File: src/design/abpw_pkg.sv
package abpw_pkg;

  localparam int DISP_COLS_DEF   = 1024;
  localparam int DISP_ROWS_DEF   = 768;
  localparam int STORE_DEPTH_DEF = 1048576;

  localparam int POS_W     = 12;
  localparam int COORD_W   = 10;
  localparam int STRIDE_W  = 11;
  localparam int COLOR_W   = 24;
  localparam int ALPHA_W   = 8;
  localparam int CHAN_W    = 8;
  // y*stride + x stays below 2^22 for on-screen positions
  localparam int LIN_W     = 22;
  localparam int QUO_W     = 12;
  localparam int RECIP_SHIFT = 32;

  localparam int QUEUE_DEPTH = 4;

  localparam logic [STRIDE_W-1:0] STRIDE_RESET = 11'd1024;

  localparam logic KIND_WRITE = 1'b0;
  localparam logic KIND_READ  = 1'b1;

  localparam logic [ALPHA_W-1:0] ALPHA_NONE   = 8'd0;
  localparam logic [ALPHA_W-1:0] ALPHA_OPAQUE = 8'd255;

  typedef struct packed {
    logic                     kind;
    logic signed [POS_W-1:0]  pos_x;
    logic signed [POS_W-1:0]  pos_y;
    logic [COLOR_W-1:0]       pixel_color;
    logic [ALPHA_W-1:0]       alpha;
  } in_item_t;

  typedef struct packed {
    logic [COLOR_W-1:0] read_color;
    logic               in_bounds;
    logic               stored;
  } out_item_t;

  // classified operation handed from the front end to the back end
  typedef struct packed {
    logic               is_read;
    logic               in_bounds;
    logic               do_write;
    logic               do_blend;
    logic [COLOR_W-1:0] color;
    logic [ALPHA_W-1:0] alpha;
  } op_t;

  typedef enum logic [1:0] {
    BK_CLEAR,
    BK_IDLE,
    BK_READ,
    BK_EXEC
  } back_state_t;

  function automatic logic [CHAN_W-1:0] blend_channel(
    input logic [CHAN_W-1:0]  fg,
    input logic [CHAN_W-1:0]  bg,
    input logic [ALPHA_W-1:0] a
  );
    logic [ALPHA_W:0]          wf;
    logic [ALPHA_W:0]          wb;
    logic [ALPHA_W+CHAN_W+1:0] sum;
    wf  = {1'b0, a} + 9'd1;
    wb  = 9'd256 - {1'b0, a};
    sum = (ALPHA_W+CHAN_W+2)'(wf) * (ALPHA_W+CHAN_W+2)'(fg) +
          (ALPHA_W+CHAN_W+2)'(wb) * (ALPHA_W+CHAN_W+2)'(bg);
    return sum[CHAN_W +: CHAN_W];
  endfunction

endpackage

File: src/design/abpw_queue.sv
module abpw_queue #(
  parameter int DEPTH = abpw_pkg::QUEUE_DEPTH,
  parameter int WIDTH = 8
) (
  input  logic                       clk,
  input  logic                       rst_n,
  input  logic                       push,
  input  logic [WIDTH-1:0]           push_data,
  input  logic                       pop,
  output logic [WIDTH-1:0]           pop_data,
  output logic                       empty,
  output logic [$clog2(DEPTH+1)-1:0] count
);

  localparam int PW = (DEPTH > 1) ? $clog2(DEPTH) : 1;
  localparam int CW = $clog2(DEPTH+1);

  logic [WIDTH-1:0] slot_r [DEPTH];
  logic [PW-1:0]    wr_ptr_r, wr_ptr_nxt;
  logic [PW-1:0]    rd_ptr_r, rd_ptr_nxt;
  logic [CW-1:0]    count_r, count_nxt;

  always_comb begin
    wr_ptr_nxt = wr_ptr_r;
    rd_ptr_nxt = rd_ptr_r;
    count_nxt  = count_r;
    if (push) begin
      wr_ptr_nxt = (wr_ptr_r == PW'(DEPTH-1)) ? '0 : wr_ptr_r + 1'b1;
    end
    if (pop) begin
      rd_ptr_nxt = (rd_ptr_r == PW'(DEPTH-1)) ? '0 : rd_ptr_r + 1'b1;
    end
    if (push && !pop) begin
      count_nxt = count_r + 1'b1;
    end else if (pop && !push) begin
      count_nxt = count_r - 1'b1;
    end
  end

  always_ff @(posedge clk) begin
    if (!rst_n) begin
      wr_ptr_r <= '0;
      rd_ptr_r <= '0;
      count_r  <= '0;
    end else begin
      wr_ptr_r <= wr_ptr_nxt;
      rd_ptr_r <= rd_ptr_nxt;
      count_r  <= count_nxt;
    end
  end

  always_ff @(posedge clk) begin
    if (push) begin
      slot_r[wr_ptr_r] <= push_data;
    end
  end

  assign pop_data = slot_r[rd_ptr_r];
  assign empty    = (count_r == '0);
  assign count    = count_r;

endmodule

File: config.mk
export PLATFORM = sky130hd
export DESIGN_NAME = abpw_queue
export DESIGN_NICKNAME = d
export VERILOG_FILES = /design/src/design/abpw_pkg.sv /design/src/design/abpw_queue.sv
export SDC_FILE = /design/constraint.sdc
export NUM_CORES = 1
export LEC_CHECK = 0
export BUFFER_PORTS_ARGS = -buffer_cell sky130_fd_sc_hd__buf_2
export CORE_UTILIZATION = 59
export CTS_CLUSTER_SIZE = 25
export DETAILED_ROUTE_END_ITERATION = 12
export PLACE_DENSITY_LB_ADDON = 0.15
export SYNTH_ARGS = -nofsm -noshare
export SYNTH_HDL_FRONTEND = slang
export SYNTH_SLANG_ARGS = --single-unit
File: constraint.sdc
create_clock -name clk -period 4.4 [get_ports clk]
set_clock_uncertainty 0.2 [all_clocks]
set_input_delay 1.32 -clock clk [delete_from_list [all_inputs] [get_ports clk]]
set_output_delay 1.32 -clock clk [all_outputs]
set_load 0.05 [all_outputs]
Yosys cells after proc, flatten, opt, wreduce, memory -nomap -nowiden. Memories as Yosys holds them, arrays and structs flattened. A register that Yosys moved wholly into a read port is not among the register bits. Index checks and enable logic that the tools add are counted.

Register bits after elaboration: 7. Memory bits (writable): 32. Input bits: 12. Output and inout port bits: 12. Word-level logic and storage cells: 24. Memories: 1.

$add $sub $neg: 4. Eq/ne operators: 2. Mux-type cells: 8. Reductions and logical operators: 6.

Memory list: slot_r (words 4, bits a word 8, rd ports 1, clocked after Yosys merged registers in 1, write ports 1, RTL line abpw_queue.sv:18) `logic [WIDTH-1:0] slot_r [DEPTH];`.

Operators with widths (count): 2-bit 2-to-1 mux (4); 3-bit 2-to-1 mux (2); 2-bit by 1-bit adder with 2-bit output (second input constant) (2); 2-bit == test (second input constant) (2); 3-bit by 1-bit adder with 3-bit output (second input constant) (1); 3-bit logical NOT (1); 3-bit by 1-bit subtractor with 3-bit output (second input constant) (1); 1-bit logical AND (2); 1-bit logical NOT (2); 1-bit 2-to-1 mux (2); 2-bit nonzero test (1).

Logic depth before layout (Yosys ltp). Gate-level depths: netlist (run 1).

Depth after elaboration: 4. Depth in mapped cells: 7. Mapped depth without buffers: 7.

Least setup slack after synthesis (run 1). Ideal clock, no wire load.

Path type: reg2out. From: register count_r[0], in the netlist count[0]. To: output port empty. Data arrival time: 1.668 ns. Required time: 2.880 ns. Path slack: 1.212 ns. Cell stages (with the launch flop): 2. Path buffers: 0. Path through: dfxtp_1 nor3_1.

Longest elaborated chain between the ends: 1.

RTL lines: from (decl) (RTL line abpw_queue.sv:21) `logic [CW-1:0] count_r, count_nxt;`; from (signal assigned) (RTL line abpw_queue.sv:48) `count_r <= count_nxt;`; 3-bit logical NOT (RTL line abpw_queue.sv:59) `assign empty = (count_r == '0);`; to (decl) (RTL line abpw_queue.sv:11) `output logic empty,`.

No other way between the ends.

==> results.cfg, run 1 <==
[synthesis]
yosysWarnings = 0
syn_area_um2 = 1610
syn-num-nets = 104
synthCells = 85
synth.distinct_cells = 19
yosysSeqAreaShare_pct = 71.0
post_synth.cell_area_avg_um2 = 18.9
synth-seq-cells = 41

[timing]
timing.final.crit_share_pct = 75.8
slew_violations = 0
finalWorstSetupSlack_ns = 1.06
max_freq_ghz = 0.300
setup_violations = 0
rsz0062_at_grt = no
period_minus_slack_ns = 3.34
worst_pin_slew_ns = 0.535
finalSetupTns_ns = 0
relSlewSlack_pct = 64.3
hold_viol_final = 0

[power_and_ir_drop]
p_int_w = 0.000579
p_leak_nw = 0.681
p_switching_w = 0.000226
clkPwrFrac_pct = 25.5
p_sw_share_pct = 28.1
p_per_area_nw_per_um2 = 444
pwr-share-comb_pct = 17.8
seqPwrFrac_pct = 56.7
vdd_drop_max_mv = 0.428

[clock_tree]
post-cts-setup-buffers = 0
root_buffer = clkbuf_4
cts_max_level = 2
clock_latency_ns = 0.34
cts.sinks = 41
cts_tree = done
path_clk_slew_ns = 0.11
ctsHoldBuffers = 0
cts_resized = 0
cts_buffer_depth = 2
cts_buffers = 5

[global_route]
track_usage_pct = 18.0
antenna_found_initial = 0
grt_pass1_vias = 718
gr-total-overflow = 0
grt_max_degree = 13
grt_pass1_wl_um = 3220

[route]
avgViaCountPerCell = 5.36
dr.max_layer_used = met4
wl_met2_um = 1100
antenna_left = 0
first_pass_iters = 4
wl_um = 2200
wl_per_cell_um = 15.3
vias = 772
drt_iter0_markers = 5
wl_met3_um = 171
met1_length_um = 911
post-route-drc-count = 0

[setup_path]
setup.worst_path.class = register to output pin
critPathMaxFanout = 8
start_kind = register
critPathRequiredTime_ns = 2.88
cp-end-kind = output pin
reg2reg_slack_ns = 2.70
cp.arrival_ns = 1.82
rr_endpoint = count[2]
r2r_start = count[0]
worst_r2r_path_depth = 4

[flow_run]
cap_violations = 0

[layout]
layout_common_cells = edfxtp_1, buf_2, dfxtp_1
fin_nets = 132
drive_gt1_share_pct = 34.2
area_growth_pct = 12.8
final_common_cell = edfxtp_1
antennaDiodeCount = 0

[status]
run_status = completed

[floorplan]
coreArea_um2 = 2520
dieArea_um2 = 2940
die-height_um = 54.2
start_util_pct = 63.7
pin_count = 24
row_count = 18
die_x_um = 54.2

[worst_hold_path]
holdPathEnd = count[2]
hold_class = register to register
hold_depth = 2
hp-start = count[2]

[place]
dpl.hpwl_um = 1540
portBuffers = 23
pre_cts_slack_ns = 1.37
gp_congestion = 0.624
[layout make-up]
type                            count  area [um2]
Clock buffer                        7        65.1
Clock inverter                      1        5.00
Fill cell                         172         708
Inverter                            4        15.0
Multi-Input combinational cell     38         435
Sequential cell                    41        1140
Tap cell                           30        37.5
Timing Repair Buffer               23         115
[cells in the mapped netlist, drive strengths merged]
cell	number	share of area, %
or3	1	0.39
a21boi	1	0.47
nor2b	5	1.9
o21a	1	0.47
fa	1	1.2
nor2	1	0.23
and2	5	1.9
nor3	2	0.62
mux2i	4	2.5
xor2	1	0.54
mux4	8	11
clkbuf	1	0.31
inv	4	0.93
o21ai	1	0.31
dfxtp	9	11
buf	1	0.70
ha	6	4.7
xnor2	1	0.54
edfxtp	32	60
[power groups by stage]
stage,combinational (W),clock (W),sequential [W]
floorplan,0.000100,0,0.000475
global placement,0.000142,0,0.000464
detailed placement,0.000145,0,0.000466
CTS,0.000145,0.000208,0.000457
global route,0.000154,0.000224,0.000460
finish,0.000143,0.000206,0.000456
[state kept, by name (all words and copies together), names as in the netlist, named ones only]
| register | count |
|---|---|
| slot_r | 32 |
| count | 3 |
| rd_ptr_r | 2 |
| wr_ptr_r | 2 |
[worst max-delay path by stage]
stage,from,end,cells after the start
4_1_cts,register,pop_data[2],2
3_3_place_gp,register,pop_data[2],2
3_5_place_dp,pop,count[2],8
6_report,register,pop_data[2],2
2_1_floorplan,count[0],empty,1
5_1_grt,register,pop_data[2],2
[logic make-up after synthesis]
kind of cell | count (synthesis) | share of synthesized area (%)
DFF | 41 | 71.0
and+or+nand+nor | 14 | 5.14
muxes | 12 | 13.7
adders and majority gates | 7 | 5.91
buffers and inverters | 6 | 1.94
AOI/OAI and AO/OA | 3 | 1.25
xor gates and xnor gates | 2 | 1.09
[metal layers]
metal	vias up	track usage (%)
li1	377	-
met1	368	20.2
met2	25	27.2
met3	2	10.2
met4	0	8.97
met5	-	0
[worst max-delay path: stages (launching register included)]
cell	delay, ns
dfxtp_1	0.67
mux4_2	0.57
buf_2	0.23
[through the flow]
step	std cells	hold WS (ns)	area, um2	total power, W	util (%)
global route	144	0.375	1810	0.000838	71.9
global placement	136	0.282	1740	0.000606	69.1
CTS	144	0.334	1810	0.000810	71.9
detailed placement	136	0.315	1740	0.000611	69.1
floorplan	85	0.312	1610	0.000576	-
finish	144	0.328	1810	0.000805	71.9
Note: power is estimated with default switching activity, not from simulation.
==> inputs of run 2 (changes only) <==
- ABC_AREA: default -> 1
- CORE_UTILIZATION: 59 -> 50
- clock period: 4.4 -> 2.9 ns (I/O delays scaled with it)
==> run 2 against run 1 <==
Effect of this change: utilization fell by 11 points; clock power grew 71%; first-iteration DRC count rose to 5.2 times the previous value; highest routed layer unchanged; synthesized area increased by 2.4%; critical path type unchanged; worst hold slack better by 0.026 ns; largest cell class unchanged; routed wire length up 30%; non-clock buffer count increased by 1; final area up 3.5%; largest power group unchanged.
==> results.cfg, run 2 <==
[timing]
finalWorstSetupSlack_ns = 0.159
relSlewSlack_pct = 73.0
finalSetupTns_ns = 0
fin_hold_ws_ns = 0.355
hold_viol_final = 0
rsz0062_at_grt = no
period_minus_slack_ns = 2.74
worst_pin_slew_ns = 0.404
timing.final.crit_share_pct = 94.5
slew_violations = 0
setup_violations = 0
max_freq_ghz = 0.365

[place]
dp_cells = 200
dpl.hpwl_um = 2000
gp_congestion = 0.797
pre_cts_slack_ns = 0.501
portBuffers = 23

[power_and_ir_drop]
pwr-share-comb_pct = 18.1
vdd_drop_max_mv = 0.489
p_switching_w = 0.000367
p_per_area_nw_per_um2 = 677
seqPwrFrac_pct = 54.2
p_int_w = 0.000904
clkPwrFrac_pct = 27.7
p_leak_nw = 0.763
p_sw_share_pct = 28.9

[setup_path]
start_kind = register
path_delay_family = buffers and inverters
critPathBufInv = 2
critPathRequiredTime_ns = 1.83
slowest_stage = dfxtp_1
cp.arrival_ns = 1.67
timing.critical_path.cells = inv_1 -> o21ai_0 -> o22ai_1 -> buf_2
critPathMaxFanout = 9
setup.worst_path.class = register to output pin
cp-end-kind = output pin
slowest_delay_ns = 0.42

[flow_run]
cap_violations = 0

[global_route]
gr-total-overflow = 0
grtUsageMet2_pct = 31.6
met1_usage_pct = 23.9
grt-busiest-layer = met2
grt_pass1_wl_um = 4850
grt_pass1_vias = 1076
antenna_found_initial = 0
grt_max_degree = 17
track_usage_pct = 19.9
use_met3_pct = 7.42

[synthesis]
synth_area_leaders = edfxtp_1, dfxtp_1, nor2_1
syn_area_um2 = 1650
synth_top_family_by_area = compound AO/OA/AOI/OAI gates
synth-seq-cells = 41
synth_most_common_cell = edfxtp_1
synthCells = 134
ys_async_sr_fraction_pct = 0
netlist.area_leader.share_pct = 58.4
yosysWarnings = 0
synthTopCellsByCount = edfxtp_1, nor2_1, inv_1, o21ai_0, dfxtp_1
yosys-mux-area-fraction_pct = 0
synth-xor-area-share_pct = 0.532
synth-edff-count = 32
synth-main-ff-cell = edfxtp_1
yosysSeqAreaShare_pct = 69.3
syn-num-nets = 153
yosys.area.top_type = edfxtp_1
synthAdderAreaFrac_pct = 5.78
yosys.area_share.simple_pct = 9.19
synth_compound_area_share_pct = 10.2
post_synth.cell_area_avg_um2 = 12.3
synth.distinct_cells = 19

[clock_tree]
root_buffer = clkbuf_4
cts_buffers = 5
cts.sinks = 41
cts_max_level = 2
path_clk_slew_ns = 0.11
cts_buffer_depth = 2
post-cts-setup-buffers = 0
clock_latency_ns = 0.34
cts_tree = done

[floorplan]
coreArea_um2 = 3080
row_count = 20
start_util_pct = 53.5
die_x_um = 59.4
pin_count = 24
dieArea_um2 = 3530
die-height_um = 59.4

[route]
avgViaCountPerCell = 5.06
drt_iter0_markers = 26
vias = 1053
post-route-drc-count = 0
first_pass_iters = 4
wl_per_cell_um = 13.7
antenna_left = 0
wl_um = 2860

[layout]
layout_common_cells = edfxtp_1, buf_2, nor2_1
largest_reg_flops = 32
drive_gt1_share_pct = 22.0
final_common_cell = edfxtp_1
fin_nets = 182
regMostFlops = slot_r
antennaDiodeCount = 0
area_growth_pct = 14.1
stdcell_count = 208

[status]
run_status = completed

[worst_hold_path]
hold_class = register to register
==> run 2: changes by cell type in the layout (fill, tap and decap cells not counted), moves of 8 or more <==
| cell | delta |
|---|---|
| mux4_2 | -8 |
| nor2_1 | +21 |
| nand2_1 | +8 |
| o21ai_0 | +14 |
| inv_1 | +11 |
| o22ai_1 | +8 |
==> run 2: path summary, 6_finish.rpt <==
path / start / end / slack [ns] / depth (start not counted)
worst max-delay path: register / pop_data[7] / 0.16 / 4
worst min register to register: wr_ptr_r[1] / wr_ptr_r[1] / 0.35 / 2
worst max register to register: wr_ptr_r[0] / slot_r[3][2] / 1.40 / 3
worst min-delay path: wr_ptr_r[1] / wr_ptr_r[1] / 0.35 / 2
==> run 2: final cells by class <==
| type | instances | area [um2] |
|---|---|---|
| fillers | 265 | 1200 |
| flip-flops and latches | 41 | 1140 |
| multi-input cells | 75 | 423 |
| repair buffers | 24 | 123 |
| inverters | 16 | 60.1 |
| well taps | 44 | 55.1 |
| clock buffers | 6 | 41.3 |
| clock inverters | 2 | 33.8 |
==> run 2: power groups by stage <==
stage	Sequential [W]	Combinational, W	Clock (W)
final	0.000689	0.000230	0.000352
after global routing	0.000694	0.000251	0.000376
after CTS	0.000689	0.000233	0.000356
after detailed placement	0.000702	0.000232	0
after global placement	0.000700	0.000226	0
after floorplan	0.000718	0.000155	0
==> run 2: metrics by stage <==
| step | instance area (um2) | total power (W) | util [%] |
|---|---|---|---|
| CTS | 1880 | 0.00128 | 61.0 |
| floorplan | 1650 | 0.000874 | - |
| finish | 1880 | 0.00127 | 61.0 |
| detailed placement | 1800 | 0.000935 | 58.5 |
| global placement | 1800 | 0.000926 | 58.5 |
| global route | 1880 | 0.00132 | 61.0 |
==> run 2: timing repair <==
action                                  CTS  global route
hold buffers                              0             0
endpoints found under the setup margin    0             4
resized for setup                         0             1
==> run 2: per-layer routing <==
layer / up-vias / wire, um
met4: 0 / 64
li1: 525 / -
met5: - / 0
met2: 25 / 1400
met3: 10 / 156
met1: 493 / 1240
==> run 2: logic make-up (layout without fill, tap and decap cells) <==
family	Yosys count	in the layout
fa+ha+maj	7	7
flops	41	41
xor+xnor	1	1
buf+inv	18	48
compound gates	30	30
simple gates	37	37
==> run 2: worst reg2reg max path, stage by stage (launching register included) <==
cell and delay [ns]:
dfxtp_1 0.41, ha_1 0.19, nand2_1 0.05, inv_1 0.31
