**config.mk**
```make
export PLATFORM = sky130hd
export DESIGN_NAME = abpw_front
export DESIGN_NICKNAME = d
export VERILOG_FILES = /design/src/design/abpw_pkg.sv /design/src/design/abpw_front.sv
export SDC_FILE = /design/constraint.sdc
export NUM_CORES = 1
export LEC_CHECK = 0
export BUFFER_PORTS_ARGS = -buffer_cell sky130_fd_sc_hd__buf_2
export CORE_MARGIN = 2
export CORE_UTILIZATION = 40
export DETAILED_ROUTE_END_ITERATION = 16
export GPL_TIMING_DRIVEN = 0
export MAX_ROUTING_LAYER = met4
export PLACE_DENSITY = 0.59
export SLEW_MARGIN = 20
export SYNTH_ARGS = -nofsm -noshare
export SYNTH_HDL_FRONTEND = slang
export SYNTH_SLANG_ARGS = --single-unit
export TNS_END_PERCENT = 50
```
**constraint.sdc**
```tcl
create_clock -name clk -period 8 [get_ports clk]
set_input_delay 0.4 -clock clk [delete_from_list [all_inputs] [get_ports clk]]
set_output_delay 0.4 -clock clk [all_outputs]
set_load 0.03 [all_outputs]
```
**src/design/abpw_pkg.sv**
```systemverilog
package abpw_pkg;

  localparam int DISP_COLS_DEF   = 1024;
  localparam int DISP_ROWS_DEF   = 768;
  localparam int STORE_DEPTH_DEF = 1048576;

  localparam int POS_W     = 12;
  localparam int COORD_W   = 10;
  localparam int STRIDE_W  = 11;
  localparam int COLOR_W   = 24;
  localparam int ALPHA_W   = 8;
  localparam int CHAN_W    = 8;
  // y*stride + x stays below 2^22 for on-screen positions
  localparam int LIN_W     = 22;
  localparam int QUO_W     = 12;
  localparam int RECIP_SHIFT = 32;

  localparam int QUEUE_DEPTH = 4;

  localparam logic [STRIDE_W-1:0] STRIDE_RESET = 11'd1024;

  localparam logic KIND_WRITE = 1'b0;
  localparam logic KIND_READ  = 1'b1;

  localparam logic [ALPHA_W-1:0] ALPHA_NONE   = 8'd0;
  localparam logic [ALPHA_W-1:0] ALPHA_OPAQUE = 8'd255;

  typedef struct packed {
    logic                     kind;
    logic signed [POS_W-1:0]  pos_x;
    logic signed [POS_W-1:0]  pos_y;
    logic [COLOR_W-1:0]       pixel_color;
    logic [ALPHA_W-1:0]       alpha;
  } in_item_t;

  typedef struct packed {
    logic [COLOR_W-1:0] read_color;
    logic               in_bounds;
    logic               stored;
  } out_item_t;

  // classified operation handed from the front end to the back end
  typedef struct packed {
    logic               is_read;
    logic               in_bounds;
    logic               do_write;
    logic               do_blend;
    logic [COLOR_W-1:0] color;
    logic [ALPHA_W-1:0] alpha;
  } op_t;

  typedef enum logic [1:0] {
    BK_CLEAR,
    BK_IDLE,
    BK_READ,
    BK_EXEC
  } back_state_t;

  function automatic logic [CHAN_W-1:0] blend_channel(
    input logic [CHAN_W-1:0]  fg,
    input logic [CHAN_W-1:0]  bg,
    input logic [ALPHA_W-1:0] a
  );
    logic [ALPHA_W:0]          wf;
    logic [ALPHA_W:0]          wb;
    logic [ALPHA_W+CHAN_W+1:0] sum;
    wf  = {1'b0, a} + 9'd1;
    wb  = 9'd256 - {1'b0, a};
    sum = (ALPHA_W+CHAN_W+2)'(wf) * (ALPHA_W+CHAN_W+2)'(fg) +
          (ALPHA_W+CHAN_W+2)'(wb) * (ALPHA_W+CHAN_W+2)'(bg);
    return sum[CHAN_W +: CHAN_W];
  endfunction

endpackage

```
**src/design/abpw_front.sv**
```systemverilog
module abpw_front #(
  parameter int DISP_COLS   = abpw_pkg::DISP_COLS_DEF,
  parameter int DISP_ROWS   = abpw_pkg::DISP_ROWS_DEF,
  parameter int STORE_DEPTH = abpw_pkg::STORE_DEPTH_DEF,
  parameter int AW          = $clog2(STORE_DEPTH)
) (
  input  logic                            clk,
  input  logic                            rst_n,
  input  logic                            cfg_wr_en,
  input  logic [abpw_pkg::STRIDE_W-1:0]   cfg_wr_data,
  input  logic                            accept,
  input  abpw_pkg::in_item_t              in_data,
  output logic                            push,
  output abpw_pkg::op_t                   push_op,
  output logic [AW-1:0]                   push_addr,
  output logic [1:0]                      in_flight
);

  localparam int LW = abpw_pkg::LIN_W;
  localparam int QW = abpw_pkg::QUO_W;
  localparam int PW = 2*LW + 1;
  localparam logic [LW:0] RECIP = (LW+1)'((64'd1 << abpw_pkg::RECIP_SHIFT) / STORE_DEPTH);

  logic [abpw_pkg::STRIDE_W-1:0] stride_r;

  logic               s1_v_r, s2_v_r, s3_v_r;
  abpw_pkg::in_item_t s1_item_r;
  abpw_pkg::op_t      s1_op, s2_op_r, s3_op_r;
  logic [LW-1:0]      s1_lin, s2_lin_r, s3_lin_r;
  logic [QW-1:0]      s2_quo, s3_quo_r;

  logic               x_ok, y_ok;
  logic [PW-1:0]      recip_prod;
  logic [LW-1:0]      quo_times_d;
  logic [LW-1:0]      rem0, rem1;

  always_ff @(posedge clk) begin
    if (!rst_n) begin
      stride_r <= abpw_pkg::STRIDE_RESET;
    end else if (cfg_wr_en) begin
      stride_r <= cfg_wr_data;
    end
  end

  // stage 1: bounds check, classification, linear address
  always_comb begin
    x_ok = !s1_item_r.pos_x[abpw_pkg::POS_W-1] &&
           (s1_item_r.pos_x[abpw_pkg::POS_W-2:0] < (abpw_pkg::POS_W-1)'(DISP_COLS));
    y_ok = !s1_item_r.pos_y[abpw_pkg::POS_W-1] &&
           (s1_item_r.pos_y[abpw_pkg::POS_W-2:0] < (abpw_pkg::POS_W-1)'(DISP_ROWS));
    s1_lin = LW'(s1_item_r.pos_y[abpw_pkg::COORD_W-1:0]) * LW'(stride_r) +
             LW'(s1_item_r.pos_x[abpw_pkg::COORD_W-1:0]);
    s1_op.is_read   = (s1_item_r.kind == abpw_pkg::KIND_READ);
    s1_op.in_bounds = x_ok && y_ok;
    s1_op.do_write  = x_ok && y_ok && (s1_item_r.kind == abpw_pkg::KIND_WRITE) &&
                      (s1_item_r.alpha != abpw_pkg::ALPHA_NONE);
    s1_op.do_blend  = s1_op.do_write && (s1_item_r.alpha != abpw_pkg::ALPHA_OPAQUE);
    s1_op.color     = s1_item_r.pixel_color;
    s1_op.alpha     = s1_item_r.alpha;
  end

  // stage 2: quotient estimate by reciprocal, low by at most one
  assign recip_prod = PW'(s2_lin_r) * PW'(RECIP);
  assign s2_quo     = recip_prod[abpw_pkg::RECIP_SHIFT +: QW];

  // stage 3: remainder with one correction step
  always_comb begin
    quo_times_d = LW'(s3_quo_r) * LW'(STORE_DEPTH);
    rem0        = s3_lin_r - quo_times_d;
    rem1        = (rem0 >= LW'(STORE_DEPTH)) ? rem0 - LW'(STORE_DEPTH) : rem0;
  end

  always_ff @(posedge clk) begin
    if (!rst_n) begin
      s1_v_r <= 1'b0;
      s2_v_r <= 1'b0;
      s3_v_r <= 1'b0;
    end else begin
      s1_v_r <= accept;
      s2_v_r <= s1_v_r;
      s3_v_r <= s2_v_r;
    end
  end

  always_ff @(posedge clk) begin
    if (accept) begin
      s1_item_r <= in_data;
    end
    s2_op_r  <= s1_op;
    s2_lin_r <= s1_lin;
    s3_op_r  <= s2_op_r;
    s3_lin_r <= s2_lin_r;
    s3_quo_r <= s2_quo;
  end

  assign push      = s3_v_r;
  assign push_op   = s3_op_r;
  assign push_addr = AW'(rem1);
  assign in_flight = 2'(s1_v_r) + 2'(s2_v_r) + 2'(s3_v_r);

endmodule

```
### Word level (Yosys, flattened, before mapping)

Cells that the tools add are included.

| cells by class | value |
|---|---|
| reductions and logical operators | 9 |
| multiply operators | 1 |
| bitwise operators | 1 |
| $lt $le $gt $ge | 3 |
| mux-type cells | 1 |
| equal/unequal tests | 1 |
| add/sub/neg operators | 5 |

Operators by type and width:

| kind | number |
|---|---|
| $add A21 B10 Y22 | 1 |
| $ge A22 B21 Y1 const B | 1 |
| $sub A22 B22 Y22 | 1 |
| $mul A10 B11 Y21 | 1 |
| $mux W20 | 1 |
| $sub A20 B1 Y20 const B | 1 |
| $lt A11 B10 Y1 const B | 1 |
| $lt A11 B11 Y1 const B | 1 |
| $ne A8 B8 Y1 const B | 1 |
| $reduce_bool A8 Y1 | 1 |
| $logic_and A1 B1 Y1 | 6 |
| $add A1 B1 Y2 | 1 |
| $add A2 B1 Y2 | 1 |
| $logic_not A1 Y1 | 2 |
| $not A1 Y1 | 1 |

| storage, ports and cells | value |
|---|---|
| input port bits | 72 |
| word-level logic and storage cells | 45 |
| register bits after elaboration | 189 |

### Longest topological paths before layout

Gate-level depths: netlist of run 1.

| depth | value |
|---|---|
| word-level depth | 6 |
| mapped depth | 18 |
| mapped depth without buffers | 17 |

### Worst setup path before layout of run 1

Ideal clock, no wire load.

| timing | value |
|---|---|
| kind | register -> register |
| from | reg s1_item_r[35] in the netlist's numbering |
| to | reg s2_lin_r[16] |
| buffers on the path | 1 |
| setup time | 0.127 ns |
| clock period less this slack | 4.728 ns |
| required time | 7.873 ns |
| path slack | 3.272 ns |
| stages on the path, launching flop included | 19 |
| data arrival time | 4.601 ns |
| path through | edfxtp_1 -> clkbuf_1 -> nand2_1 -> fa_1 -> inv_1 -> fa_1 -> inv_1 -> fa_1 -> inv_1 -> fa_1 -> inv_1 -> fa_1 -> inv_1 -> ha_1 -> nand2_1 -> o211ai_2 -> a21oi_2 -> o2111ai_1 -> or3b_1 |

| on the way | value |
|---|---|
| word-level cells in the longest chain between the ends | 2 |

RTL lines:

| item | line | RTL |
|---|---|---|
| from (decl) | abpw_front.sv:27 | `abpw_pkg::in_item_t s1_item_r;` |
| from (signal assigned) | abpw_front.sv:87 | `s1_item_r <= in_data;` |
| $mul A10 B11 Y21 | abpw_front.sv:51 | `s1_lin = LW'(s1_item_r.pos_y[abpw_pkg::COORD_W-1:0]) * LW'(stride_r) +` |
| $add A21 B10 Y22 | abpw_front.sv:51 |  |
| via s1_lin[16] | abpw_front.sv:29 | `logic [LW-1:0] s1_lin, s2_lin_r, s3_lin_r;` |
| to (signal assigned) | abpw_front.sv:90 | `s2_lin_r <= s1_lin;` |
| to (decl) | abpw_front.sv:29 |  |

The timed path passes the listed nets, and every way through them passes these cells.
A chain may end at the register's enable or synchronous reset.

### Final worst setup path of run 1

| timing | value |
|---|---|
| from | reg s1_item_r[35] in the netlist's numbering |
| to | reg s2_lin_r[18] |

Same word-level chain as after synthesis.

==> results.tsv, run 1 <==
stage	metric	value	unit
outcome	status	finished, final reports clean	
sta	setup_slack	2629	ps
worst_setup_path	r2r-start	s1_item_r[35]	
yosys	synth_area_leaders	dfxtp_1, edfxtp_1, fa_1, ha_1, inv_1	
clock_tree	clkTransAtPathRegs	80	ps
yosys	yosys_register_bits	183	
yosys	syn_area	8599	um2
global_route	grt_use_total	15.11	%
route	wl_per_cell	13.87	um
yosys	synthCells	705	
clock_tree	cts_root_buf	clkbuf_16	
clock_tree	cts.path.max_buffers	2	
sta	skew	10.52	ps
die	num_rows	53	
pwr	power.density	284.5	nW/um2
worst_setup_path	crit_type	reg -> reg	
yosys	ys_types	48	
yosys	ys_warn_count	0	
clock_tree	numCtsBuffers	17	
worst_setup_path	endpoint_kind	register	
clock_tree	cts_sinks	183	
route	ant_nets	0	
placed_design	post-place-ws	2624	ps
clock_tree	cts.repair.resized	0	
clock_tree	post_cts_buffers	0	
clock_tree	tritoncts	done	
worst_setup_path	crit_fanout	10	
placed_design	io_buffers	130	
yosys	synth_top_area_share	29.33	%
run	drv_cap	0	
pwr	peakVddDrop	0.1045	mV
global_route	grt.overflow.total	0	
layout	fin_area	10160	um2
yosys	syn_nets	914	
yosys	seq_area_frac_synth	49.24	%
worst_setup_path	crit_path_end	s2_lin_r[18]	
sta	worstMarginPinSlew	797.6	ps
layout	diodes	0	
yosys	async_reset_ff_share	0	%
yosys	ys_top_cells_by_count	dfxtp_1, inv_1, fa_1, nand2_1, and2_1	
die	start_util	40.78	%
placed_design	gp_congestion	0.8357	
die	ios	131	
sta	rsz0062_at_grt	false	
worst_setup_path	required	8310	ps
die	core_area	21090	um2
sta	relSlewSlack	46.82	%
global_route	grt_pass1_wl	25690	um
worst_setup_path	r2r_cells	18	
die	die_area	22690	um2
global_route	grt_max_degree	59	
sta	drv_slew	0	
yosys	syn_avg_cell_area	12.20	um2
route	num_vias	5154	
yosys	synth_top_area_cell	dfxtp_1	
route	drtIter0Drc	223	
yosys	synth_flop_cell	dfxtp_1	
die	die_height	150.6	um
sta	timing.setup.tns	0	ps
global_route	grt_pass1_vias	5262	
hold_path	min_path_type	in -> reg	
worst_setup_path	timing.rr.end	s2_lin_r[18]	
worst_setup_path	startpoint_type	register	
pwr	p_leak	4.732	nW
route	route.detailed.drc	0	
placed_design	hpwl	11940	um
layout	area_growth	18.14	%
yosys	yosysMostFrequentCell	dfxtp_1	
layout	drive_above_1_share	20.18	%
clock_tree	cts_hold_buffers	0	
die	die_x	150.6	um
layout	nets	1063	
route	vias_per_cell	4.513	
route	wl	15840	um
yosys	synth_edf_count	57	
layout	fillers	1942	
sta	hold_viol_final	0	
worst_setup_path	arrival	5680	ps
global_route	antenna_found_initial	0	
sta	fin_crit_sh	67.14	%
route	drt_pass1_iterations	5	
clock_tree	clock_latency	430	ps
sta	setup_viol	0	
worst_setup_path	critical_path.startpoint	s1_item_r[35]	
sta	period_needed	5371	ps
clock_tree	htreeDepth	4	
sta	clock.fmax	186.2	MHz
placed_design	place_area	9597	um2
worst_setup_path	rrSetupSlack	2630	ps
-- cells in the final DEF (no fill, tap or decap), drive strengths merged, types with 4 or more instances in the layout --
cell    netlist  final
fa           80     80
mux2i        11     11
xor2          4      4
buf           3    133
clkinv        0      5
clkbuf       22     40
nor2         10     10
and2         63     63
a21oi        21     21
nor2b        13     13
inv         108    115
o21ai         7      7
xnor2        13     13
nand2        66     66
dfxtp       126    126
o21a          5      5
nor3          4      4
ha           57     57
nand4         6      6
edfxtp       57     57
-- stage by stage --
| stage | power, mW | hold WS (ps) | cells | utilization [%] |
|---|---|---|---|---|
| CTS | 2.943 | 122.3 | 1142 | 48.18 |
| global route | 3.102 | 120.6 | 1142 | 48.18 |
| detailed placement | 2.134 | 312.1 | 1110 | 45.51 |
| finish | 2.891 | 142.8 | 1142 | 48.18 |
| floorplan | 1.892 | 309.6 | 705 | - |
| global placement | 2.121 | 309.9 | 1110 | 45.50 |
-- per-layer routing --
layer / part of all wire [%] / track usage (%) / up-vias
met4: 0.97 / 3.505 / 0
met1: 43 / 18.79 / 2503
met5: 0 / - / -
li1: - / - / 2534
met3: 3.9 / 3.212 / 13
met2: 52 / 25.39 / 104
-- where the power goes --
part           switching (mW)  internal, mW
clock network           0.382         0.411
logic                   0.589         0.362
registers              0.0338          1.11
-- worst max-delay path, cell delays in order (launching register included) --
cell      delay (ps)
edfxtp_1         380
clkbuf_1         430
nand2_1          170
fa_1             550
inv_1             50
fa_1             500
inv_1             50
fa_1             500
inv_1             60
fa_1             540
inv_1             60
fa_1             520
inv_1             40
ha_1             390
nand2_1          110
o211ai_2         210
nand3_1          180
and4_1           230
nor4_2           280
-- state kept, by name, summed over array words and instances (netlist names) --
signal and cells:
s2_lin_r 20, s1_v_r 1, s2_v_r 1, s1_item_r 57
s2_op_r 36, push_op 36, stride_r 11, s3_lin_r 20
push 1
-- worst min-delay path by stage --
stage | cells past startpoint | slack (ps) | end | from
finish | 1 | 140 | s1_item_r[11] | in_data[11]
detailed placement | 0 | 310 | s3_lin_r[12] | s2_lin_r[12]
global placement | 0 | 310 | s3_lin_r[2] | s2_lin_r[2]
floorplan | 0 | 310 | push_op[0] | s2_op_r[0]
global route | 1 | 120 | s1_item_r[1] | in_data[1]
CTS | 1 | 120 | s1_item_r[35] | in_data[35]
-- layout make-up --
| type | count | area, um2 | share of cell area, % |
|---|---|---|---|
| inverters | 108 | 405.4 | 3.990 |
| clock buffers | 18 | 429.2 | 4.224 |
| well taps | 275 | 344.1 | 3.387 |
| clock inverters | 14 | 133.9 | 1.318 |
| repair buffers | 130 | 653.1 | 6.429 |
| plain buffers | 25 | 103.9 | 1.022 |
| flip-flops and latches | 183 | 4234 | 41.68 |
| multi-input cells | 389 | 3856 | 37.96 |
-- cells by family after synthesis --
logic type	share of synthesized area, %
compound gates	4.336
xor+xnor	1.731
fa+ha+maj	26.92
buf+inv	5.922
flops	49.24
mux	1.280
simple gates	10.58
(Power assumes the default switching activity.)
==> inputs of run 2 (changes only) <==
Settings changed: ABC_AREA set to 1, PLACE_DENSITY 0.59 to 0.58.
Clock period 8 ns to 5 ns, I/O delays scaled along.
==> run 2 against run 1 <==
Hold slack worse by 130 ps; area after synthesis up 1.4%; sequential share of layout area shrank 3.0 points; cell area increased by 8.0%; first-iteration DRC count fell by 3.1%; critical endpoint is now s2_lin_r[19]; sequential cell count did not move.
==> results.tsv, run 2 <==
stage	metric	value	unit	change
worst_setup_path	timing.rr.end	s2_lin_r[19]		
yosys	yosysMostFrequentCell	inv_1		
worst_setup_path	startpoint_type	register		
yosys	ys_top_cells_by_count	inv_1, nand2_1, dfxtp_1, fa_1		
yosys	synth_area_leaders	dfxtp_1, edfxtp_1, fa_1, ha_1, inv_1		
clock_tree	cts_root_buf	clkbuf_16		
die	start_util	40.34	%	-0.44 points
global_route	grt_use_total	16.69	%	+1.6 points
clock_tree	tritoncts	done		
sta	skew	17.19	ps	+6.669 ps
route	vias_per_cell	4.342		-3.8%
yosys	synthCells	841		+19%
clock_tree	clock_latency	440	ps	about the same
hold_path	hold_path_end	s1_item_r[32]		
sta	relSlewSlack	48.13	%	+1.3 points
worst_setup_path	required	5340	ps	-2970 ps
sta	hold_viol_final	0		unchanged
outcome	status	finished, final reports clean		
yosys	synth_flop_cell	dfxtp_1		
yosys	syn_nets	1050		+15%
worst_setup_path	slowest_delay	580	ps	+30 ps
worst_setup_path	crit_type	reg -> reg		
route	route.detailed.drc	0		unchanged
sta	hold_ws	15.04	ps	-127.8 ps
route	num_vias	5822		+13%
die	die_height	151.7	um	+0.69%
die	ios	131		unchanged
route	drtIter0Drc	216		-3.1%
worst_setup_path	cp_slowest_cell	edfxtp_1		
pwr	total_power	5.255	mW	+82%
worst_setup_path	arrival	5110	ps	-570 ps
clock_tree	cts_sinks	183		unchanged
yosys	synth_top_area_share	28.92	%	-0.41 points
layout	fillers	2056		+5.9%
yosys	syn_avg_cell_area	10.37	um2	-15%
die	die_area	23000	um2	+1.4%
placed_design	post-place-ws	-108.4	ps	-2732 ps
yosys	seq_area_frac_synth	48.54	%	-0.69 points
sta	clock.fmax	209.8	MHz	+13%
sta	drv_slew	0		unchanged
pwr	power.density	478.8	nW/um2	+68%
sta	fin_crit_sh	95.35	%	+28 points
run	drv_cap	0		unchanged
layout	area_growth	25.82	%	
global_route	grt.overflow.total	0		unchanged
placed_design	gp_congestion	0.8284		-0.87%
layout	diodes	0		unchanged
hold_path	holdPathStages	1		unchanged
route	wl	17250	um	+8.9%
route	drt_pass1_iterations	4		-1
yosys	ys_warn_count	0		unchanged
yosys	syn_area	8722	um2	+1.4%
yosys	async_reset_ff_share	0	%	unchanged
layout	nets	1257		+18%
layout	drive_above_1_share	19.70	%	-0.49 points
placed_design	hpwl	12460	um	+4.3%
worst_setup_path	r2r_cells	18		unchanged
global_route	grt_pass1_wl	28460	um	+11%
yosys	ys_types	30		-38%
die	die_x	151.7	um	+0.69%
die	num_rows	54		+1.9%
layout	final_cell_mix	inv_1, nand2_1, buf_2, dfxtp_1, fa_1		
worst_setup_path	worstPathCellList	nand2_1 > inv_1 > fa_1 > fa_1 > fa_1 > fa_1 > inv_1 > fa_1 > inv_1 > ha_1 > nand2_2 > inv_1 > a21oi_2 > nand3_2 > nand2_1 > nand2_1 > nand2_1 > nand2_1		
hold_path	worstHoldStart	in_data[32]		
worst_setup_path	rrSetupSlack	230	ps	-2400 ps
yosys	synth_edf_count	57		unchanged
route	ant_nets	0		unchanged
yosys	synth_top_area_cell	dfxtp_1		
clock_tree	clkTransAtPathRegs	80	ps	about the same
worst_setup_path	r2r-start	s1_item_r[38]		
worst_setup_path	endpoint_kind	register		
clock_tree	numCtsBuffers	17		unchanged
layout	regMostFlops	s1_item_r		
global_route	grt_max_degree	59		unchanged
global_route	antenna_found_initial	0		unchanged
die	core_area	21620	um2	+2.5%
pwr	p_leak	5.763	nW	+22%
route	wl_per_cell	12.86	um	-7.3%
worst_setup_path	crit_fanout	9		-1
sta	period_needed	4767	ps	-603.8 ps
layout	final_common_cell	inv_1		
global_route	grt_pass1_vias	6065		+15%
yosys	yosys_register_bits	183		unchanged
clock_tree	htreeDepth	4		unchanged
sta	worstMarginPinSlew	778.1	ps	-19.58 ps
sta	setup_slack	232.7	ps	-2396 ps
sta	setup_viol	0		unchanged
hold_path	min_path_type	in -> reg		
placed_design	io_buffers	130		unchanged
layout	largest_register_ffs	57		unchanged
pwr	peakVddDrop	0.1930	mV	+85%
clock_tree	cts.path.max_buffers	2		unchanged
[run 2: how the worst max path moves through the flow]
stage                  start  cells after the start  slack [ps]           end
3_3_place_gp     stride_r[5]                     21         -90  s2_lin_r[19]
3_5_place_dp   s1_item_r[35]                     21        -110  s2_lin_r[19]
2_1_floorplan  s1_item_r[41]                     19         450  s2_lin_r[19]
5_1_grt        s1_item_r[38]                     18          -5  s2_lin_r[15]
6_report       s1_item_r[38]                     18         230  s2_lin_r[19]
4_1_cts          stride_r[7]                     21          10  s2_lin_r[19]
[run 2: through the flow]
step | setup TNS [ps] | instance area, um2 | util (%) | std cells
floorplan | 0 | 8722 | - | 841
global placement | -170.0 | 9723 | 44.97 | 1251
detailed placement | -187.2 | 9726 | 44.98 | 1251
CTS | 0 | 10830 | 50.09 | 1328
global route | -4.897 | 10970 | 50.76 | 1341
finish | 0 | 10970 | 50.76 | 1341
[run 2: layer usage]
layer / global-route usage (%) / wire length, um
met1: 18.62 / 7415
met2: 29.84 / 8860
met3: 3.174 / 608
met4: 5.926 / 361
met5: - / 0
[run 2: critical path, delay by kind of cell, from the launching register on]
kind	cells	cell delay (ps)
buffers and inverters	4	220
flip-flops	1	580
AO/OA/AOI/OAI	1	190
AND/OR/NAND/NOR	7	700
adder cells (fa/ha/maj)	6	2970
[run 2: cells by family after synthesis]
family / synth area share (%)
adders and majority gates: 26.54
and+or+nand+nor: 12.29
buffers and inverters: 9.210
AOI/OAI and AO/OA: 2.209
xor gates and xnor gates: 1.205
DFF: 48.54
[run 2: timing repair]
action / 4_1_cts / 5_1_grt
hold buffers: 53 / 1
setup buffers: 0 / 19
pin swaps: 0 / 1
endpoints found under the hold margin: 53 / 1
endpoints found under the setup margin: 3 / 11
gates resized for setup: 0 / 22
[run 2: final cells by class]
cell class | count | area [um2] | area share (%)
buffer | 9 | 45.04 | 0.4104
inverter | 190 | 713.2 | 6.499
multi-input combinational | 444 | 3687 | 33.60
clock buffer | 18 | 439.2 | 4.002
timing repair buffer | 203 | 1331 | 12.13
tap | 280 | 350.3 | 3.192
clock inverter | 14 | 165.2 | 1.505
sequential | 183 | 4243 | 38.66
[run 2: power by group]
group / switching [mW] / internal (mW)
logic: 1.27 / 0.748
registers: 0.0757 / 1.79
clock network: 0.670 / 0.695
